===== src/rtl/amct_pkg.sv =====
package amct_pkg;

  // phase codes as seen on the phase output
  typedef enum logic [1:0] {
    PH_OFF  = 2'd0,
    PH_PEND = 2'd1,
    PH_ACT  = 2'd2
  } phase_t;

  // input word kinds
  typedef enum logic [1:0] {
    MODE_TICK    = 2'd0,
    MODE_TOUCH   = 2'd1,
    MODE_REQ_ON  = 2'd2,
    MODE_REQ_OFF = 2'd3
  } mode_t;

  // configuration port
  localparam int CFG_DATA_W  = 16;
  localparam int CFG_INDEX_W = 3;

  localparam logic [CFG_INDEX_W-1:0] CFG_CORNER_SIZE       = 3'd0;
  localparam logic [CFG_INDEX_W-1:0] CFG_TAP_WINDOW        = 3'd1;
  localparam logic [CFG_INDEX_W-1:0] CFG_TAPS_TO_EXIT      = 3'd2;
  localparam logic [CFG_INDEX_W-1:0] CFG_COUNTDOWN_SECONDS = 3'd3;
  localparam logic [CFG_INDEX_W-1:0] CFG_TICKS_PER_SECOND  = 3'd4;
  localparam logic [CFG_INDEX_W-1:0] CFG_SCREEN_WIDTH      = 3'd5;
  localparam logic [CFG_INDEX_W-1:0] CFG_SCREEN_HEIGHT     = 3'd6;

  // register reset values
  localparam logic [11:0] RST_CORNER_SIZE       = 12'd130;
  localparam logic [15:0] RST_TAP_WINDOW        = 16'd3000;
  localparam logic [2:0]  RST_TAPS_TO_EXIT      = 3'd4;
  localparam logic [7:0]  RST_COUNTDOWN_SECONDS = 8'd10;
  localparam logic [9:0]  RST_TICKS_PER_SECOND  = 10'd1000;
  localparam logic [12:0] RST_SCREEN_WIDTH      = 13'd1024;
  localparam logic [12:0] RST_SCREEN_HEIGHT     = 13'd600;

endpackage


===== src/rtl/away_mode_arm_and_corner_tap_exit_unit.sv =====
// away-mode controller: arm by countdown, leave by a corner-tap gesture
//
// input channel (in_valid / in_stall) carries one word per event: a 1 ms tick,
// a touch with signed x/y, a request on or a request off. every accepted word
// yields exactly one result word on the output channel (out_valid / out_stall)
// with the phase, the seconds left while pending, the tap count and three
// event flags (entered, left, cancelled).
// each result goes into the output register, or into the skid register while
// the output register stalls. throughput: one word per cycle while the skid is
// empty; all state updates are a single pass of compare/add logic at the accept edge.
// the result stage is an output register plus one skid register, so a word is
// still taken while the receiver stalls; in_stall rises only once both hold data.
// a stalled result holds its value until taken.
// configuration is a plain write port (cfg_we, cfg_index, cfg_data); indexes
// beyond the last register are ignored. the user must write it only while the
// block is idle; the block does not enforce this. reset (rst, synchronous):
// phase off, all counters clear, result stage empty, register defaults loaded.
module away_mode_arm_and_corner_tap_exit_unit #(
  parameter int TIME_BITS = 32
) (
  input  logic                                   clk,
  input  logic                                   rst,
  // configuration write port
  input  logic                                   cfg_we,
  input  logic [amct_pkg::CFG_INDEX_W-1:0]       cfg_index,
  input  logic [amct_pkg::CFG_DATA_W-1:0]        cfg_data,
  // input channel
  input  logic                                   in_valid,
  output logic                                   in_stall,
  input  logic [1:0]                             mode,
  input  logic signed [11:0]                     touch_x,
  input  logic signed [11:0]                     touch_y,
  // output channel
  output logic                                   out_valid,
  input  logic                                   out_stall,
  output logic [1:0]                             phase,
  output logic [7:0]                             seconds_left,
  output logic [2:0]                             taps_seen,
  output logic                                   entered_active,
  output logic                                   left_active,
  output logic                                   countdown_cancelled
);

  typedef struct packed {
    logic [1:0] phase;
    logic [7:0] seconds_left;
    logic [2:0] taps_seen;
    logic       entered;
    logic       left;
    logic       cancelled;
  } result_t;

  // configuration registers
  logic [11:0] corner_size;
  logic [15:0] tap_window;
  logic [2:0]  taps_to_exit;
  logic [7:0]  countdown_seconds;
  logic [9:0]  ticks_per_second;
  logic [12:0] screen_width;
  logic [12:0] screen_height;

  // controller state
  amct_pkg::phase_t       phase_reg, phase_reg_next;
  logic [7:0]             seconds_count, seconds_count_next;
  logic [9:0]             subsecond_ticks, subsecond_ticks_next;
  logic [TIME_BITS-1:0]   clock_ms, clock_ms_next;
  logic [2:0]             taps_reg, taps_reg_next;
  logic [TIME_BITS-1:0]   first_tap_time, first_tap_time_next;

  // result stage: output register and skid register
  result_t res_next;
  result_t out_word;
  result_t skid_word;
  logic    skid_valid;

  logic in_accept;
  logic out_take;

  assign in_stall  = skid_valid;
  assign in_accept = in_valid && !skid_valid;
  assign out_take  = out_valid && !out_stall;

  // corner test, all signed at 15 bits
  logic signed [14:0] corner_s;
  logic signed [14:0] x_s;
  logic signed [14:0] y_s;
  logic signed [14:0] right_lim;
  logic signed [14:0] bottom_lim;
  logic               corner_hit;

  assign corner_s   = signed'({3'b000, corner_size});
  assign x_s        = 15'(touch_x);
  assign y_s        = 15'(touch_y);
  assign right_lim  = signed'({2'b00, screen_width}) - corner_s;
  assign bottom_lim = signed'({2'b00, screen_height}) - corner_s;
  assign corner_hit = ((x_s < corner_s) || (x_s > right_lim)) &&
                      ((y_s < corner_s) || (y_s > bottom_lim));

  // window age wraps at the clock width
  logic [TIME_BITS-1:0] tap_age;
  logic                 window_expired;

  assign tap_age        = clock_ms - first_tap_time;
  assign window_expired = tap_age > TIME_BITS'(tap_window);

  // one pass of next-state logic per accepted word
  always_comb begin
    logic [9:0] tps;
    logic [9:0] sub_inc;
    logic [2:0] taps_new;

    tps      = (ticks_per_second == 10'd0) ? 10'd1 : ticks_per_second;
    sub_inc  = subsecond_ticks + 10'd1;
    taps_new = 3'd0;

    phase_reg_next       = phase_reg;
    seconds_count_next   = seconds_count;
    subsecond_ticks_next = subsecond_ticks;
    clock_ms_next        = clock_ms;
    taps_reg_next        = taps_reg;
    first_tap_time_next  = first_tap_time;
    res_next.entered     = 1'b0;
    res_next.left        = 1'b0;
    res_next.cancelled   = 1'b0;

    case (amct_pkg::mode_t'(mode))
      amct_pkg::MODE_TICK: begin
        // free-running millisecond clock, advances in every phase
        clock_ms_next = clock_ms + TIME_BITS'(1);
        if (phase_reg == amct_pkg::PH_PEND) begin
          if (sub_inc >= tps) begin
            subsecond_ticks_next = 10'd0;
            if (seconds_count <= 8'd1) begin
              // countdown done: arm
              seconds_count_next = 8'd0;
              phase_reg_next     = amct_pkg::PH_ACT;
              taps_reg_next      = 3'd0;
              res_next.entered   = 1'b1;
            end else begin
              seconds_count_next = seconds_count - 8'd1;
            end
          end else begin
            subsecond_ticks_next = sub_inc;
          end
        end
      end
      amct_pkg::MODE_TOUCH: begin
        if (phase_reg == amct_pkg::PH_ACT && corner_hit) begin
          if (taps_reg == 3'd0 || window_expired) begin
            // open a new window
            taps_new            = 3'd1;
            first_tap_time_next = clock_ms;
          end else begin
            taps_new = taps_reg + 3'd1;
          end
          if (taps_new >= taps_to_exit) begin
            // gesture complete
            taps_reg_next  = 3'd0;
            phase_reg_next = amct_pkg::PH_OFF;
            res_next.left  = 1'b1;
          end else begin
            taps_reg_next = taps_new;
          end
        end
      end
      amct_pkg::MODE_REQ_ON: begin
        if (phase_reg == amct_pkg::PH_OFF) begin
          phase_reg_next       = amct_pkg::PH_PEND;
          seconds_count_next   = countdown_seconds;
          subsecond_ticks_next = 10'd0;
        end
      end
      amct_pkg::MODE_REQ_OFF: begin
        if (phase_reg == amct_pkg::PH_PEND) begin
          phase_reg_next     = amct_pkg::PH_OFF;
          res_next.cancelled = 1'b1;
        end else if (phase_reg == amct_pkg::PH_ACT) begin
          // tap count is kept when leaving by request
          phase_reg_next = amct_pkg::PH_OFF;
          res_next.left  = 1'b1;
        end
      end
      default: begin
      end
    endcase

    res_next.phase        = phase_reg_next;
    res_next.seconds_left = (phase_reg_next == amct_pkg::PH_PEND) ? seconds_count_next : 8'd0;
    res_next.taps_seen    = taps_reg_next;
  end

  // configuration writes
  always_ff @(posedge clk) begin
    if (rst) begin
      corner_size       <= amct_pkg::RST_CORNER_SIZE;
      tap_window        <= amct_pkg::RST_TAP_WINDOW;
      taps_to_exit      <= amct_pkg::RST_TAPS_TO_EXIT;
      countdown_seconds <= amct_pkg::RST_COUNTDOWN_SECONDS;
      ticks_per_second  <= amct_pkg::RST_TICKS_PER_SECOND;
      screen_width      <= amct_pkg::RST_SCREEN_WIDTH;
      screen_height     <= amct_pkg::RST_SCREEN_HEIGHT;
    end else if (cfg_we) begin
      case (cfg_index)
        amct_pkg::CFG_CORNER_SIZE:       corner_size       <= cfg_data[11:0];
        amct_pkg::CFG_TAP_WINDOW:        tap_window        <= cfg_data[15:0];
        amct_pkg::CFG_TAPS_TO_EXIT:      taps_to_exit      <= cfg_data[2:0];
        amct_pkg::CFG_COUNTDOWN_SECONDS: countdown_seconds <= cfg_data[7:0];
        amct_pkg::CFG_TICKS_PER_SECOND:  ticks_per_second  <= cfg_data[9:0];
        amct_pkg::CFG_SCREEN_WIDTH:      screen_width      <= cfg_data[12:0];
        amct_pkg::CFG_SCREEN_HEIGHT:     screen_height     <= cfg_data[12:0];
        default: begin
        end
      endcase
    end
  end

  // controller state, updated only on an accepted word
  always_ff @(posedge clk) begin
    if (rst) begin
      phase_reg       <= amct_pkg::PH_OFF;
      seconds_count   <= 8'd0;
      subsecond_ticks <= 10'd0;
      clock_ms        <= '0;
      taps_reg        <= 3'd0;
      first_tap_time  <= '0;
    end else if (in_accept) begin
      phase_reg       <= phase_reg_next;
      seconds_count   <= seconds_count_next;
      subsecond_ticks <= subsecond_ticks_next;
      clock_ms        <= clock_ms_next;
      taps_reg        <= taps_reg_next;
      first_tap_time  <= first_tap_time_next;
    end
  end

  // result stage control; a word is accepted only with the skid empty
  always_ff @(posedge clk) begin
    if (rst) begin
      out_valid  <= 1'b0;
      skid_valid <= 1'b0;
    end else if (in_accept) begin
      if (out_valid && out_stall) begin
        skid_valid <= 1'b1;
      end else begin
        out_valid <= 1'b1;
      end
    end else if (out_take) begin
      if (skid_valid) begin
        skid_valid <= 1'b0;
      end else begin
        out_valid <= 1'b0;
      end
    end
  end

  // result stage payload
  always_ff @(posedge clk) begin
    if (in_accept) begin
      if (out_valid && out_stall) begin
        skid_word <= res_next;
      end else begin
        out_word <= res_next;
      end
    end else if (out_take && skid_valid) begin
      out_word <= skid_word;
    end
  end

  assign phase               = out_word.phase;
  assign seconds_left        = out_word.seconds_left;
  assign taps_seen           = out_word.taps_seen;
  assign entered_active      = out_word.entered;
  assign left_active         = out_word.left;
  assign countdown_cancelled = out_word.cancelled;

endmodule


===== config.mk =====
export PLATFORM = sky130hd
export DESIGN_NAME = away_mode_arm_and_corner_tap_exit_unit
export DESIGN_NICKNAME = d
export VERILOG_FILES = /design/src/rtl/amct_pkg.sv /design/src/rtl/away_mode_arm_and_corner_tap_exit_unit.sv
export SDC_FILE = /design/constraint.sdc
export NUM_CORES = 1
export LEC_CHECK = 0
export ABC_AREA = 1
export BUFFER_PORTS_ARGS = -buffer_cell sky130_fd_sc_hd__buf_2
export CAP_MARGIN = 30
export CORE_MARGIN = 1.5
export CORE_UTILIZATION = 61
export DETAILED_ROUTE_END_ITERATION = 6
export HOLD_SLACK_MARGIN = 0.08
export PLACE_DENSITY = 0.78
export SLEW_MARGIN = 30
export SYNTH_ARGS = -nofsm -noshare
export SYNTH_HDL_FRONTEND = slang
export SYNTH_SLANG_ARGS = --single-unit

===== constraint.sdc =====
create_clock -name clk -period 8.44 [get_ports clk]
set_input_delay 0.422 -clock clk [delete_from_list [all_inputs] [get_ports clk]]
set_output_delay 0.422 -clock clk [all_outputs]
set_load 0.01 [all_outputs]

======== Yosys cells after proc, flatten, opt, wreduce, memory -nomap -nowiden ========
Index checks and enable logic that the tools add are counted.
word-level totals
  bits in writable memories ............... 0
  input port bits ......................... 50
  ROM bits ................................ 0
  register bits ........................... 196
  latch bits .............................. 0
  output and inout bits ................... 18
  memories kept ........................... 0
cells by class
  multiplexer cells ....................... 50
  div/mod/pow operators ................... 0
  bitwise gates (word level) .............. 0
  add/sub/neg operators ................... 7
  shift-type cells ........................ 0
  magnitude comparators ................... 8
  equal/unequal tests ..................... 17
  multiply operators ...................... 0
  reductions and logical operators ........ 33
operator list
  operator                 number
  $mux W16                 3
  $mux W10                 4
  $mux W8                  5
  $add A32 B1 Y32 const B  1
  $gt A32 B16 Y1           1
  $sub A32 B32 Y32         1
  $gt A12 B14 Y1           2
  $sub A13 B12 Y14         2
  $lt A12 B13 Y1           2
  $mux W3                  8
  $reduce_and A2 Y1        11
  $pmux W10 S2             1
  $mux W1                  17
  $mux W2                  8
  $pmux W8 S2              1
  $add A10 B1 Y10 const B  1
  $ge A10 B10 Y1           1
  $logic_not A10 Y1        1
  $eq A3 B3 Y1 const B     3
  $le A8 B1 Y1 const B     1
  $pmux W2 S4              1
  $reduce_and A4 Y1        2
  $sub A8 B1 Y8 const B    1
  $eq A2 B1 Y1 const B     3
  16 further kinds         34

======== Depth between registers and ports, before layout ========
  word-level depth ........................ 15
  mapped depth ............................ 33
  gate-level depth less buffers ........... 33

======== Least setup slack after synthesis ========
No wires, ideal clock.
  kind .................................... reg2reg
  from .................................... register clock_ms[0]
  to ...................................... register skid_word[6] (netlist bit), data pin
  arrival ................................. 3955 ps
  setup slack ............................. 4218 ps
  required time ........................... 8172 ps
  stages on the path, launching flop included .. 32
  path through ............................ dfxtp_1 > inv_1 > ha_1 > fa_1 > nor2_1 > o21ai_0 > nand2_2 > nand2_1 > nand2_1 > xor2_1 > ha_1 > nand4_1 > a21oi_1 > nor2_1 > nand2_1 > nand2_1 > nand4_1 > nor2_1 > nand3_1 > nor2_4 > nand2_2 > nor2_1 > ha_1 > a21oi_1 > o211a_1 > inv_1 > nand2_1 > nand3_1 > nand3_1 > clkinv_1 > nand2_1 > a31oi_1
RTL lines
  item                    line                                           source
  from (decl)             away_mode_arm_and_corner_tap_exit_unit.sv:66   logic [TIME_BITS-1:0] clock_ms, clock_ms_next;
  from (signal assigned)  away_mode_arm_and_corner_tap_exit_unit.sv:230  clock_ms <= clock_ms_next;
  to (signal assigned)    away_mode_arm_and_corner_tap_exit_unit.sv:260  skid_word <= res_next;
  to (decl)               away_mode_arm_and_corner_tap_exit_unit.sv:73   result_t skid_word;

==> results.toml <==
[synth]
synth-edff-count = 32
synth_top_area_cell = "dfxtp_1"
ys.flop_type = "dfxtp_1"
synth-async-reset-ratio = 0
avgSynthCellArea_sq_um = 6.80
synth_area_leaders = "dfxtp_1 24%, ha_1 13%, nand2_1 12%"
synth_seq_cells = 196
ys_warn_count = 0
synth_area_sq_um = 13600
postSynthCellCount = 2007
seq_area_frac_synth = 0.311
synth_nets = 2198
synth_top_area_share = 0.241
yosysUniqueCellTypes = 51

[die]
core_sq_um = 21900
die-area_sq_um = 23300
rows = 54
top_level_ports = 68
die_h_um = 153
die_width_um = 153
start_util = 0.623

[detailed_routing]
ant_nets = 0
routed_via_density = 5.51
drt_wl_total_um = 35200
first_iter_violations = 925
detail_route.drc_violations = 1
wire_per_inst_um = 15.0
first_pass_iters = 7
via_count = 12941

[final_layout]
layout_common_cells = "445 x nand2_1, 335 x inv_1, 200 x nor2_1"
final_cell_area_sq_um = 14800
fin_nets = 2248
drive_gt1_frac = 0.0705
fin_util = 0.675
layout.cells.non_filler = 2350
areaGrowthSynthToFinish_pct = 8.27
layout_commonest_cell = "nand2_1"
top_regs = "clock_ms (32), first_tap_time (32)"
diodes = 0

[global_routing]
grt_pass1_wl_um = 57900
antenna_found_initial = 0
busiest_layer = "met2"
grt.total_usage = 0.305
met2_usage = 0.520
grt_overflow = 0
grt_max_degree = 103
met3_usage = 0.0492
grt_use_met1 = 0.400
grt_pass1_vias = 12153

[clock_network]
cts_root_buffer = "clkbuf_16"
cts_tree = "built"
path_clk_slew_ns = 0.08
cts_resized = 0
cts_buffers = 17
cts_sinks = 196
clock_path_buffers = 2
cts_setup_buffers = 0
cts.htree.levels = 4
hold_buffers = 0
clk_latency_ns = 0.45

[sta]
fmax_mhz = 201
fin_setup_tns_ns = 0
rsz0062_at_grt = "false"
finalMaxSlewViolations = 0
layout_setup_ws_ns = 3.48
hold_viol_final = 0
setup_viol = 0
min_period_ns = 4.96
hold_slack_ns = 0.262
worst_slew_pin_slew_ns = 0.889
skew_ns = 0.0159
maxSlewHeadroom = 0.407
post-route-period-util = 0.588

[placed_design]
placed_cells_incl_taps = 2318
post-dp-hpwl_um = 26900
gp_congestion = 0.956
io_buffers = 67
placed_area_sq_um = 14200
place_ws_ns = 3.58

[power]
totalPowerFinal_mw = 2.09
power_density_nw_per_um2 = 141
leakagePower_nw = 7.23
vdd.ir_drop.worst_uv = 134

[critical_path]
crit_path_start_kind = "flip-flop"
crit_fanout = 9
cpMostUsedCell = "nand2_1"
cpMaxStageDelayCell = "fa_1"
arrival_ns = 5.15
reg2reg_slack_ns = 3.48
worstSetupPathType = "flip-flop to flip-flop"
end_kind = "flip-flop"
slowest_delay_ns = 0.44
crit_required_ns = 8.63

[run]
drv_cap = 0

[status]
status = "finished with violations"
violations = "design-rule violations"

[hold_path]
hp-class = "primary input to flip-flop"
layout make-up:
type                    instances  area (sq um)
well taps                     280           350
inverters                     346          1300
clock inverters                14           156
flip-flops and latches        196          4240
clock buffers                  18           429
fillers                      1950          7110
repair buffers                 73           380
multi-input cells            1423          7920
critical path, delay by kind of cell (launching register included):
kind	cells	cell delay, ns
AO/OA/AOI/OAI	4	0.51
adder cells (fa/ha/maj)	4	1.23
flip-flops	1	0.37
AND/OR/NAND/NOR	18	2.14
XOR/XNOR	1	0.08
buffers and inverters	3	0.38
synthesized netlist by cell type (all sizes together) (2+ instances only):
master,count
a21o,5
a21oi,190
a22oi,4
a31oi,5
and2,3
buf,10
clkbuf,32
clkinv,4
dfxtp,164
edfxtp,32
fa,3
ha,138
inv,342
nand2,452
nand3,98
nand3b,4
nand4,24
nor2,213
nor3,23
nor3b,2
nor4,13
o211ai,21
o21a,3
o21ai,154
o21bai,11
o311ai,2
xnor2,11
xor2,36
path summary, 6_finish.rpt:
check / start / endpoint / cells after the start
max: clock_ms[0] / skid_word[13] / 30
min: cfg_data[15] / tap_window[15] / 3
max reg2reg: clock_ms[0] / skid_word[13] / 30
min reg2reg: countdown_seconds[1] / countdown_seconds[1] / 2
routing by layer:
layer | part of all wire | wire [um] | vias to the layer above
met5 | 0 | 0 | -
met4 | 0.019 | 653 | 0
met3 | 0.058 | 2050 | 60
met2 | 0.47 | 16600 | 361
met1 | 0.45 | 15900 | 5904
li1 | - | - | 6616
power by group:
group / switching (mW) / internal [mW] / total, mW
combinational: 0.190 / 0.106 / 0.296
clock: 0.409 / 0.399 / 0.809
sequential: 0.0126 / 0.973 / 0.985
total: 0.612 / 1.48 / 2.09
logic make-up (layout without fill, tap and decap cells):
| group | after synthesis | count (layout) | synth area share |
|---|---|---|---|
| xor+xnor | 47 | 47 | 0.0302 |
| simple gates | 833 | 833 | 0.260 |
| buf+inv | 388 | 451 | 0.109 |
| compound gates | 402 | 402 | 0.159 |
| flops | 196 | 196 | 0.311 |
| fa+ha+maj | 141 | 141 | 0.131 |
No activity file was read; power rests on OpenSTA's default activity.
